==> src/hw/rtl/tlbclk_pkg.sv <==
// tlbclk_pkg: shared types and constants for the tlb with clock replacement
// used by tlbclk_ctrl, tlbclk_dpath and the top level; no dependencies
package tlbclk_pkg;

   localparam int CFG_BITS  = 5;
   localparam int SLOT_BITS = 4;

   localparam logic [CFG_BITS-1:0] CFG_RESET = 5'd16;

   localparam logic CMD_LOOKUP = 1'b0;
   localparam logic CMD_FILL   = 1'b1;

   // controller to datapath commands
   typedef struct packed {
      logic load_req;
      logic execute;
      logic load_rsp;
   } dp_cmd_type;

endpackage

==> src/hw/rtl/tlbclk_ctrl.sv <==
// tlbclk_ctrl: sequencing state machine for the tlb and the result valid flag
// depends on tlbclk_pkg; drives tlbclk_dpath through dp_cmd_type
module tlbclk_ctrl
   import tlbclk_pkg::*;
(
   input  logic       clock,
   input  logic       reset,
   input  logic       req_valid,
   output logic       req_stall,
   output logic       rsp_valid,
   input  logic       rsp_stall,
   output dp_cmd_type cmd
);

   typedef enum logic [2:0] {
      ST_IDLE = 3'b001,
      ST_EXEC = 3'b010,
      ST_DONE = 3'b100
   } state_type;

   state_type state_ff, state_in;
   logic      rsp_valid_ff, rsp_valid_in;
   logic      rsp_free;

   assign req_stall = (state_ff != ST_IDLE);
   assign rsp_free  = !rsp_valid_ff || !rsp_stall;

   always_comb begin
      state_in     = state_ff;
      cmd.load_req = 1'b0;
      cmd.execute  = 1'b0;
      cmd.load_rsp = 1'b0;
      unique case (state_ff)
         ST_IDLE: begin
            if (req_valid) begin
               cmd.load_req = 1'b1;
               state_in     = ST_EXEC;
            end
         end
         ST_EXEC: begin
            cmd.execute = 1'b1;
            state_in    = ST_DONE;
         end
         ST_DONE: begin
            if (rsp_free) begin
               cmd.load_rsp = 1'b1;
               state_in     = ST_IDLE;
            end
         end
         default: begin
            state_in = ST_IDLE;
         end
      endcase
   end

   assign rsp_valid_in = cmd.load_rsp || (rsp_valid_ff && rsp_stall);
   assign rsp_valid    = rsp_valid_ff;

   always_ff @(posedge clock) begin
      if (reset) begin
         state_ff     <= ST_IDLE;
         rsp_valid_ff <= 1'b0;
      end else begin
         state_ff     <= state_in;
         rsp_valid_ff <= rsp_valid_in;
      end
   end

endmodule

==> src/hw/rtl/tlbclk_dpath.sv <==
// tlbclk_dpath: tag array, marks, frame store, victim choice and result register
// depends on tlbclk_pkg; sequenced by tlbclk_ctrl
module tlbclk_dpath
   import tlbclk_pkg::*;
#(
   parameter int ENTRIES    = 16,
   parameter int PAGE_BITS  = 20,
   parameter int FRAME_BITS = 20
) (
   input  logic                  clock,
   input  logic                  reset,
   input  dp_cmd_type            cmd,
   input  logic                  csr_write_enable,
   input  logic [CFG_BITS-1:0]   csr_write_data,
   input  logic                  req_command,
   input  logic [PAGE_BITS-1:0]  req_page_number,
   input  logic                  req_is_write,
   input  logic [FRAME_BITS-1:0] req_walked_frame,
   output logic                  rsp_hit,
   output logic [FRAME_BITS-1:0] rsp_frame_number,
   output logic [SLOT_BITS-1:0]  rsp_slot,
   output logic                  rsp_table_update,
   output logic                  rsp_table_dirty
);

   localparam int IDX_BITS = $clog2(ENTRIES);
   localparam int CFG_SPAN = 1 << CFG_BITS;

   logic [CFG_BITS-1:0]   csr_ff, csr_in;
   logic [ENTRIES-1:0]    valid_ff, valid_in;
   logic [ENTRIES-1:0]    used_ff, used_in;
   logic [PAGE_BITS-1:0]  tag_ff [ENTRIES];
   logic [FRAME_BITS-1:0] frame_mem [ENTRIES];

   logic                  cmd_ff;
   logic [PAGE_BITS-1:0]  page_ff;
   logic                  wr_ff;
   logic [FRAME_BITS-1:0] walk_ff;

   logic                  res_hit_ff;
   logic                  res_fill_ff;
   logic [IDX_BITS-1:0]   res_idx_ff;
   logic [FRAME_BITS-1:0] rd_data_ff;

   logic                  out_hit_ff;
   logic [FRAME_BITS-1:0] out_frame_ff;
   logic [SLOT_BITS-1:0]  out_slot_ff;
   logic                  out_update_ff;
   logic                  out_dirty_ff;

   logic [ENTRIES-1:0]    active;
   logic [ENTRIES-1:0]    match;
   logic [ENTRIES-1:0]    free;
   logic [ENTRIES-1:0]    unused;
   logic [IDX_BITS-1:0]   match_idx, free_idx, unused_idx, victim_idx;
   logic                  any_match, any_free, any_unused;
   logic                  is_fill;
   logic                  upd;

   // slot zero is always searched; slots at or above the register value are not
   for (genvar g = 0; g < ENTRIES; g++) begin : g_slot
      if (g == 0) begin : g_first
         assign active[g] = 1'b1;
      end else if (g < CFG_SPAN) begin : g_cfg
         assign active[g] = (csr_ff > CFG_BITS'(g));
      end else begin : g_never
         assign active[g] = 1'b0;
      end
      assign match[g]  = active[g] && valid_ff[g] && (tag_ff[g] == page_ff);
      assign free[g]   = active[g] && !valid_ff[g];
      assign unused[g] = active[g] && !used_ff[g];
   end

   // lowest set bit wins
   always_comb begin
      match_idx  = '0;
      free_idx   = '0;
      unused_idx = '0;
      for (int i = ENTRIES - 1; i >= 0; i--) begin
         if (match[i]) begin
            match_idx = IDX_BITS'(i);
         end
         if (free[i]) begin
            free_idx = IDX_BITS'(i);
         end
         if (unused[i]) begin
            unused_idx = IDX_BITS'(i);
         end
      end
   end

   assign any_match  = |match;
   assign any_free   = |free;
   assign any_unused = |unused;
   assign is_fill    = (cmd_ff == CMD_FILL);

   always_comb begin
      priority if (any_free) begin
         victim_idx = free_idx;
      end else if (any_unused) begin
         victim_idx = unused_idx;
      end else begin
         victim_idx = '0;
      end
   end

   always_comb begin
      valid_in = valid_ff;
      used_in  = used_ff;
      if (cmd.execute) begin
         if (is_fill) begin
            if (!any_free) begin
               // second-chance sweep clears marks ahead of the victim
               for (int i = 0; i < ENTRIES; i++) begin
                  if (active[i] && (!any_unused || (IDX_BITS'(i) < unused_idx))) begin
                     used_in[i] = 1'b0;
                  end
               end
            end
            valid_in[victim_idx] = 1'b1;
            used_in[victim_idx]  = 1'b1;
         end else if (any_match) begin
            used_in[match_idx] = 1'b1;
         end
      end
   end

   assign csr_in = csr_write_enable ? csr_write_data : csr_ff;

   always_ff @(posedge clock) begin
      if (reset) begin
         csr_ff   <= CFG_RESET;
         valid_ff <= '0;
         used_ff  <= '0;
      end else begin
         csr_ff   <= csr_in;
         valid_ff <= valid_in;
         used_ff  <= used_in;
      end
   end

   always_ff @(posedge clock) begin
      if (cmd.execute && is_fill) begin
         tag_ff[victim_idx] <= page_ff;
      end
   end

   // frame store
   always_ff @(posedge clock) begin
      if (cmd.execute && is_fill) begin
         frame_mem[victim_idx] <= walk_ff;
      end
      if (cmd.execute) begin
         rd_data_ff <= frame_mem[match_idx];
      end
   end

   always_ff @(posedge clock) begin
      if (cmd.load_req) begin
         cmd_ff  <= req_command;
         page_ff <= req_page_number;
         wr_ff   <= req_is_write;
         walk_ff <= req_walked_frame;
      end
      if (cmd.execute) begin
         res_hit_ff  <= !is_fill && any_match;
         res_fill_ff <= is_fill;
         res_idx_ff  <= is_fill ? victim_idx : match_idx;
      end
   end

   assign upd = res_hit_ff || res_fill_ff;

   always_ff @(posedge clock) begin
      if (cmd.load_rsp) begin
         out_hit_ff    <= res_hit_ff;
         out_update_ff <= upd;
         out_dirty_ff  <= upd && wr_ff;
         out_slot_ff   <= upd ? SLOT_BITS'(res_idx_ff) : '0;
         if (res_fill_ff) begin
            out_frame_ff <= walk_ff;
         end else if (res_hit_ff) begin
            out_frame_ff <= rd_data_ff;
         end else begin
            out_frame_ff <= '0;
         end
      end
   end

   assign rsp_hit          = out_hit_ff;
   assign rsp_frame_number = out_frame_ff;
   assign rsp_slot         = out_slot_ff;
   assign rsp_table_update = out_update_ff;
   assign rsp_table_dirty  = out_dirty_ff;

endmodule

==> src/hw/rtl/tlb_lookup_with_clock_replacement.sv <==
// Fully associative TLB with second-chance (clock) replacement. Each beat is
// registered, then the EXEC state does the parallel tag compare, victim choice,
// mark updates and the frame store access, then the result loads into the output
// register. The output register lets the next beat enter while a result waits;
// req_stall stays high until a beat's result loads, so beats do not overlap.
// Lookups hit the lowest matching slot; fills take the lowest invalid slot, else
// sweep used marks from slot 0. csr_write_data sets the number of slots in use
// (0 counts as 1, values above ENTRIES count as ENTRIES); write it only when idle.
// depends on tlbclk_pkg, tlbclk_ctrl and tlbclk_dpath
module tlb_lookup_with_clock_replacement
   import tlbclk_pkg::*;
#(
   parameter int ENTRIES    = 16,
   parameter int PAGE_BITS  = 20,
   parameter int FRAME_BITS = 20
) (
   input  logic                  clock,
   input  logic                  reset,
   input  logic                  csr_write_enable,
   input  logic [CFG_BITS-1:0]   csr_write_data,
   input  logic                  req_valid,
   output logic                  req_stall,
   input  logic                  req_command,
   input  logic [PAGE_BITS-1:0]  req_page_number,
   input  logic                  req_is_write,
   input  logic [FRAME_BITS-1:0] req_walked_frame,
   output logic                  rsp_valid,
   input  logic                  rsp_stall,
   output logic                  rsp_hit,
   output logic [FRAME_BITS-1:0] rsp_frame_number,
   output logic [SLOT_BITS-1:0]  rsp_slot,
   output logic                  rsp_table_update,
   output logic                  rsp_table_dirty
);

   dp_cmd_type cmd;

   tlbclk_ctrl u_ctrl (
      .clock     (clock),
      .reset     (reset),
      .req_valid (req_valid),
      .req_stall (req_stall),
      .rsp_valid (rsp_valid),
      .rsp_stall (rsp_stall),
      .cmd       (cmd)
   );

   tlbclk_dpath #(
      .ENTRIES    (ENTRIES),
      .PAGE_BITS  (PAGE_BITS),
      .FRAME_BITS (FRAME_BITS)
   ) u_dpath (
      .clock            (clock),
      .reset            (reset),
      .cmd              (cmd),
      .csr_write_enable (csr_write_enable),
      .csr_write_data   (csr_write_data),
      .req_command      (req_command),
      .req_page_number  (req_page_number),
      .req_is_write     (req_is_write),
      .req_walked_frame (req_walked_frame),
      .rsp_hit          (rsp_hit),
      .rsp_frame_number (rsp_frame_number),
      .rsp_slot         (rsp_slot),
      .rsp_table_update (rsp_table_update),
      .rsp_table_dirty  (rsp_table_dirty)
   );

`ifndef SYNTHESIS
   a_busy_after_accept: assert property (@(posedge clock) disable iff (reset)
      (req_valid && !req_stall) |=> req_stall)
      else $error("beat accepted while previous beat still in progress");

   a_load_when_free: assert property (@(posedge clock) disable iff (reset)
      cmd.load_rsp |-> !(rsp_valid && rsp_stall))
      else $error("result register overwritten while stalled");

   a_hit_updates: assert property (@(posedge clock) disable iff (reset)
      (rsp_valid && rsp_hit) |-> rsp_table_update)
      else $error("hit without table update");

   a_miss_zero: assert property (@(posedge clock) disable iff (reset)
      (rsp_valid && !rsp_table_update) |->
         (rsp_frame_number == '0 && rsp_slot == '0 && !rsp_table_dirty && !rsp_hit))
      else $error("miss result carries nonzero fields");
`endif

endmodule
==> config.mk <==
export PLATFORM = sky130hd
export DESIGN_NAME = tlb_lookup_with_clock_replacement
export DESIGN_NICKNAME = d
export VERILOG_FILES = /design/src/hw/rtl/tlbclk_pkg.sv /design/src/hw/rtl/tlbclk_ctrl.sv /design/src/hw/rtl/tlbclk_dpath.sv /design/src/hw/rtl/tlb_lookup_with_clock_replacement.sv
export SDC_FILE = /design/constraint.sdc
export NUM_CORES = 1
export LEC_CHECK = 0
export ABC_AREA = 1
export BUFFER_PORTS_ARGS = -buffer_cell sky130_fd_sc_hd__buf_2
export CORE_MARGIN = 1
export CORE_UTILIZATION = 55
export DETAILED_ROUTE_END_ITERATION = 12
export GPL_ROUTABILITY_DRIVEN = 1
export PLACE_DENSITY = 0.67
export SETUP_SLACK_MARGIN = 0.2
export SYNTH_ARGS = -nofsm -noshare
export SYNTH_HDL_FRONTEND = slang
export SYNTH_HIERARCHICAL = 1
export SYNTH_SLANG_ARGS = --single-unit
==> constraint.sdc <==
create_clock -name clock -period 8.1 [get_ports clock]
set_input_delay 0.405 -clock clock [delete_from_list [all_inputs] [get_ports clock]]
set_output_delay 0.405 -clock clock [all_outputs]
set_load 0.01 [all_outputs]
; After elaboration in Yosys (flattened, before gate mapping)
; Memories as Yosys holds them, arrays and structs flattened. A register that Yosys moved wholly into a read port is not among the register bits.
; Index checks and enable logic that the tools add are counted.
[totals]
word_cells = 311
mem_bits_rw = 640
regBits = 116
output_inout_bits = 29
n_memories = 2
inputBits = 52
[classes]
n_bitwise = 3
muxes = 88
magnitude_cmp = 35
reduce_logical = 144
eq_ne = 22
[mem_list]
columns = memory, depth, word_bits, read_ports, rd_ports_with_merged_regs, write_ports, line_no
row1 = u_dpath.frame_mem, 16, 20, 1, 1, 1, tlbclk_dpath.sv:33  ; logic [FRAME_BITS-1:0] frame_mem [ENTRIES];
row2 = u_dpath.tag_ff, 16, 20, 16, 0, 1, tlbclk_dpath.sv:32  ; logic [PAGE_BITS-1:0] tag_ff [ENTRIES];
[ops]
columns = operator, count
row1 = $eq A20 B20 Y1, 16
row2 = $mux W4, 51
row3 = $logic_and A1 B1 Y1, 82
row4 = $mux W16, 5
row5 = $or A16 B16 Y16, 3
row6 = $reduce_or A16 Y1, 3
row7 = $gt A5 B4 Y1 const B, 8
row8 = $mux W20, 2
row9 = $logic_not A1 Y1, 36
row10 = $lt A4 B4 Y1 const A, 8
row11 = $mux W1, 25
row12 = $gt A5 B3 Y1 const B, 4
row13 = $logic_or A1 B1 Y1, 19
row14 = $lt A3 B4 Y1 const A, 4
row15 = $gt A5 B2 Y1 const B, 2
row16 = $lt A4 B5 Y1 const B, 2
row17 = $pmux W3 S3, 1
row18 = $demux W1 S4, 2
row19 = $ge A4 B1 Y1 const B, 2
row20 = $lt A1 B4 Y1 const A, 2
row21 = $lt A2 B4 Y1 const A, 2
row22 = $mux W3, 2
row23 = $reduce_and A2 Y1, 3
row24 = $gt A5 B1 Y1 const B, 1
row25 = other kinds (7), 7

; Logic depth before layout (Yosys ltp)
[logic_depth]
word_depth = 27
mapped_depth = 33
depth_no_buf = 30

; Hierarchy
; Netlist, hierarchy kept.
[by_module_without_submodules]
columns = module, cells_per_inst, n_inst, seq_area_each_um2, area_each_um2
row1 = tlbclk_dpath, 2996, 1, 22811.9, 33494.6
row2 = tlbclk_ctrl, 28, 1, 80.1, 198.9

; Least setup slack after synthesis
; Ideal clock, no wire load.
[synth_path]
path_type = reg2reg
start = reg u_dpath.csr_ff[4]
end = mem u_dpath.frame_mem[6][0], enable pin
arrival_ns = 3.951
setup_slack_ns = 3.710
required_ns = 7.661
period_less_slack_ns = 4.390
path_stages_with_launch = 17
cell_sequence = dfxtp_1 buf_4 inv_2 nand2_2 inv_2 o21ai_1 inv_1 nor2_1 nor2_1 nand3_1 nor4_1 nand2_2 o21ai_1 inv_1 nor2_1 nand2_1 nor2_1
[synth_between]
elab_chain_len = 20
[synth_lines]
columns = element, line_no
row1 = "start, declared", tlbclk_dpath.sv:29  ; logic [CFG_BITS-1:0] csr_ff, csr_in;
row2 = "start signal, assigned", tlbclk_dpath.sv:136  ; csr_ff <= csr_in;
row3 = $gt A5 B4 Y1, tlbclk_dpath.sv:65  ; assign active[g] = (csr_ff > CFG_BITS'(g));
row4 = $logic_and A1 B1 Y1, tlbclk_dpath.sv:71  ; assign unused[g] = active[g] && !used_ff[g];
row5 = $mux W4 (16 in a row), tlbclk_dpath.sv:86  ; if (unused[i]) begin
row6 = $mux W4, tlbclk_dpath.sv:100  ; end else if (any_unused) begin
row7 = $mux W4 (*), tlbclk_dpath.sv:98  ; priority if (any_free) begin
row8 = "end, declared", tlbclk_dpath.sv:33
; Mark *: on every way between the ends. The rest lies on a longest branch, timed or not.

; Final worst setup path
[layout_path]
start = reg u_dpath.page_ff[12]
end = reg u_dpath.rd_data_ff[12], read port of u_dpath.frame_mem, data pin
[layout_between]
elab_chain_len = 18
[layout_lines]
columns = element, line_no
row1 = "start, declared", tlbclk_dpath.sv:36  ; logic [PAGE_BITS-1:0] page_ff;
row2 = "start signal, assigned", tlbclk_dpath.sv:161  ; page_ff <= req_page_number;
row3 = $eq A20 B20 Y1, tlbclk_dpath.sv:69  ; assign match[g] = active[g] && valid_ff[g] && (tag_ff[g] == page_ff);
row4 = $logic_and A1 B1 Y1, tlbclk_dpath.sv:69
row5 = $mux W4 (15 in a row), tlbclk_dpath.sv:80  ; if (match[i]) begin
row6 = $mux W4 (*), tlbclk_dpath.sv:80
row7 = "end, declared", tlbclk_dpath.sv:43  ; logic [FRAME_BITS-1:0] rd_data_ff;
; Marks and branches as above.
; A chain may end at the register's enable or synchronous reset.

==> flow_results.org <==
** Power and ir drop
- VDD sags by at most 0.000163 V.
- LEAKAGE :: 13.9 nW
- Pwr per Cell Area :: 225 nW/um2

** Setup path
- Worst reg2reg path endpoint :: u_dpath/rd_data_ff[12]
- The most critical setup path has its endpoint at u_dpath/rd_data_ff[12].
- Largest fanout on the critical path :: 83
- The critical path starts at u_dpath/page_ff[12].
- Among the stages of the critical path, the cell type that occurs most often is nand2_1.
- Register-to-register path setup slack :: 1.45 ns
- STA puts the critical path data required time at 8.48 ns.
- In this run the critical register-to-register path is launched from u_dpath/page_ff[12].
- Sort of element at the end of the critical path :: register
- Counting cells, the worst reg-to-reg path comes to 29.
- The largest single stage delay on the critical path is 1.10 ns.
- Startpoint type of the worst setup path :: register
- Arrival time at the worst endpoint :: 7.03 ns
- Critical setup path kind :: register to register
- Cell with the biggest individual delay on the critical path :: edfxtp_1

** Global routing
- The number of global-route vias before repair is 22900.
- Largest net degree at the start of global routing :: 111
- Global-route usage over all layers :: 30.9%
- Wire length of the first global-routing pass :: 142000 um
- GRT overflow :: 0
- The number of antenna violations at the first check in global routing came to 1.

** Synthesis
- Number of synthesized flops with an enable pin :: 735
- Count of cell types in the netlist :: 53
- Synth warn :: 6
- Share of async-settable or async-resettable flops after synthesis :: 0%
- Summing every instance area after synthesis gives 33700 um2.
- By area the synthesized netlist is led by edfxtp_1 66%, nand2_1 7.6%, nand3_1 4.8%.
- The synthesized design spends more area on one cell type than any other, namely edfxtp_1.
- After synthesis, the largest family of logic cells by area is simple AND/OR/NAND/NOR gates.
- The synthesized design contains 776 register bits.
- Most common flop cell mapped by yosys :: edfxtp_1
- Adder-cell share of the synthesized area :: 0%
- Synthesized Nets :: 3076
- The synthesized netlist devotes 19.0% of its cell area to simple gates.
- Measured against the total synthesized area, the mux share comes to 0%.
- Register area share after synthesis :: 67.9%
- In the synthesized netlist, the number of instances is 3024.
- Summing the areas of all compound-gate instances in the mapped netlist gives 5.15% of the synthesized area.
- Post-synthesis xor/xnor area fraction :: 2.00%
- Dividing the synthesized area by the synthesized cell count gives 11.1 um2.
- After synthesis, the largest area contributor takes up 65.5% of total cell area.

** Timing
- Peak clock frequency supported by timing :: 150 MHz
- Clock skew on the completed layout was measured at 0.0199 ns.
- Post-route clock period utilization :: 82.1%
- Headroom to the max-slew limit came out at 21.4%.
- Total Negative Setup Slacks :: 0 ns
- Final Hold Violating Endpoints :: 0
- Setup violations remaining at the end of the flow were counted as 0.
- Setup repair after global routing missed its margin :: false
- The final max-slew violation count was 0.
- Shortest clock period the worst path allows after layout :: 6.65 ns
- At the pin with the least slew margin, the transition time is 1.18 ns.

** Clock network
- Number of H-tree branching levels :: 3
- After clock tree synthesis, the repair step resized 0 gates.
- The clock reaches the later pin of the worst-skew pair after 0.62 ns.
- TritonCTS built the clock tree.
- For this design, the CTS-stage hold fixing added 39 buffers.
- Buffers from clock root to sink, at most :: 3
- Post-CTS timing repair inserted 0 buffers for setup.
- Clock-pin slew was measured on the worst setup and hold paths at 0.06 ns.
- CTS sink cnt :: 776
- CTS Buf Count :: 80
- Root cell of the clock tree :: clkbuf_16

** Routing
- Count of vias placed by the detailed router :: 24000
- For this block, the initial DRC count from the detailed router was 3563.
- After detailed routing, the number of remaining DRC violations is 0.
- Routed length per placed instance :: 24.3 um
- The count of nets left with antenna violations once routing finished came out at 0.
- Number of optimization iterations in the first detailed-route pass :: 6
- The final layout contains routed wiring with a total length of 96500 um.
- Using the TritonRoute via totals, the vias-per-cell ratio works out to 6.06.

** Cells and area
- Net count of the finished layout :: 3176
- In the layout the commonest cells are 735 x edfxtp_1, 678 x nand2_1, 322 x nand3_1.
- From synthesis to final layout, the design area changed by 11.8%.
- The library cell used most frequently in the layout, excluding fill and tap cells, is edfxtp_1.
- The multi-input combinational cells in the finished layout cover a total of 8940 um2.
- After filler insertion, the fill cell instance count of the layout stands at 4755.
- Share of post-route cells with drive strength above 1 :: 10.1%
- End-of-flow core utilization :: 62.3%
- Registers take 22900 um2.

** Status
- The flow ran to the end, and the final reports show no timing, DRC or antenna violations.

** Die
- The die is 250 um wide.
- Measured along the y axis, the die boundary spans 250 um.
- The core region is 60500 um2.
- During I/O placement, the number of pins put on the boundary was 81.
- The die covers 62300 um2.
- Starting utilization of the core area :: 55.7%
- Number of rows created at floorplan :: 90

** Placed design
- Half-perimeter wire length of the detailed placement result :: 54300 um
- Input/output buffers :: 80
- Final Wtd Congestion :: 0.926

** Flow run
- Number of maximum-capacitance violations :: 0

** Hold path
- The worst hold path belongs to the class input port to register.
[worst min-delay path by stage]
stage | startpoint | endpoint | depth (start not counted)
finish | csr_write_enable | u_dpath/csr_ff[4] | 2
global route | req_walked_frame[0] | u_dpath/walk_ff[0] | 1
CTS | csr_write_enable | u_dpath/csr_ff[4] | 2
detailed placement | u_dpath/valid_ff[8] | u_dpath/valid_ff[8] | 2
global placement | u_dpath/valid_ff[8] | u_dpath/valid_ff[8] | 2
floorplan | u_dpath/used_ff[2] | u_dpath/used_ff[2] | 2
[final cells by class]
class                           count  share of cell area [%]
Sequential cell                   776                    60.7
Antenna cell                        1                 0.00664
Tap cell                          782                    2.60
Multi-Input combinational cell   1780                    23.7
Inverter                          313                    3.12
Clock inverter                     33                   0.896
Clock buffer                      108                    5.73
Timing Repair Buffer              173                    3.17
[cells by family (layout without fill, tap and decap cells)]
family                 count (synthesis)  count (layout)
AO/OA/AOI/OAI                        281             281
other                                  0               1
AND/OR/NAND/NOR                     1422            1422
buffers and inverters                468             627
XOR/XNOR                              77              77
flip-flops                           776             776
[metal layers]
| metal | GRT usage, % | vias up | part of all wire [%] |
|---|---|---|---|
| met5 | 0 | - | 0 |
| met4 | 10.4 | 0 | 3.2 |
| met3 | 6.57 | 196 | 12 |
| met2 | 47.2 | 1362 | 45 |
| met1 | 44.4 | 11600 | 40 |
| li1 | - | 10800 | - |
[critical path, delay by kind of cell (launching register included)]
family | cells | cell delay, ns
buf+inv | 2 | 0.63
flops | 1 | 1.10
simple gates | 27 | 4.57
[state kept, by name, indices dropped and copies added (netlist names), 3 cells and up]
signal	cells
u_dpath/res_idx_ff	4
u_dpath/frame_mem	320
u_dpath/valid_ff	16
u_dpath/used_ff	16
u_dpath/csr_ff	5
u_dpath/rd_data_ff	20
u_dpath/page_ff	20
u_dpath/tag_ff	320
u_dpath/rsp_slot	4
u_dpath/rsp_frame_number	20
u_ctrl/state_ff	3
u_dpath/walk_ff	20
[cells in the mapped netlist (all sizes together), types with 6 or more instances]
cell type  number
a211oi          9
a21oi          49
a221oi         19
a22o            8
a31oi           6
buf           100
clkbuf         55
dfxtp          41
edfxtp        735
inv           311
nand2         685
nand3         326
nand4         180
nor2          174
nor3           17
nor4           15
o2111ai        18
o211ai          8
o21ai         106
o22ai          47
or2            17
xnor2          50
xor2           27
[stage by stage]
stage,instance area [um2],hold slack [ns],power [mW],setup WS [ns],cells
2_1_floorplan,33700,0.437,4.79,3.71,3024
3_3_place_gp,34800,0.451,4.96,1.69,3785
3_5_place_dp,34800,0.460,4.97,1.57,3785
4_1_cts,37700,0.00230,8.51,1.55,3965
5_1_grt,37700,0.0232,8.69,1.03,3965
6_report,37700,0.0240,8.48,1.45,3966
[report_power, final]
part | total, mW | switching [mW] | leakage [nW] | internal, mW
logic | 0.406 | 0.296 | 5.67 | 0.109
clock network | 3.57 | 1.51 | 1.22 | 2.06
registers | 4.51 | 0.0606 | 6.97 | 4.45
No activity file was read; power rests on OpenSTA's default activity.
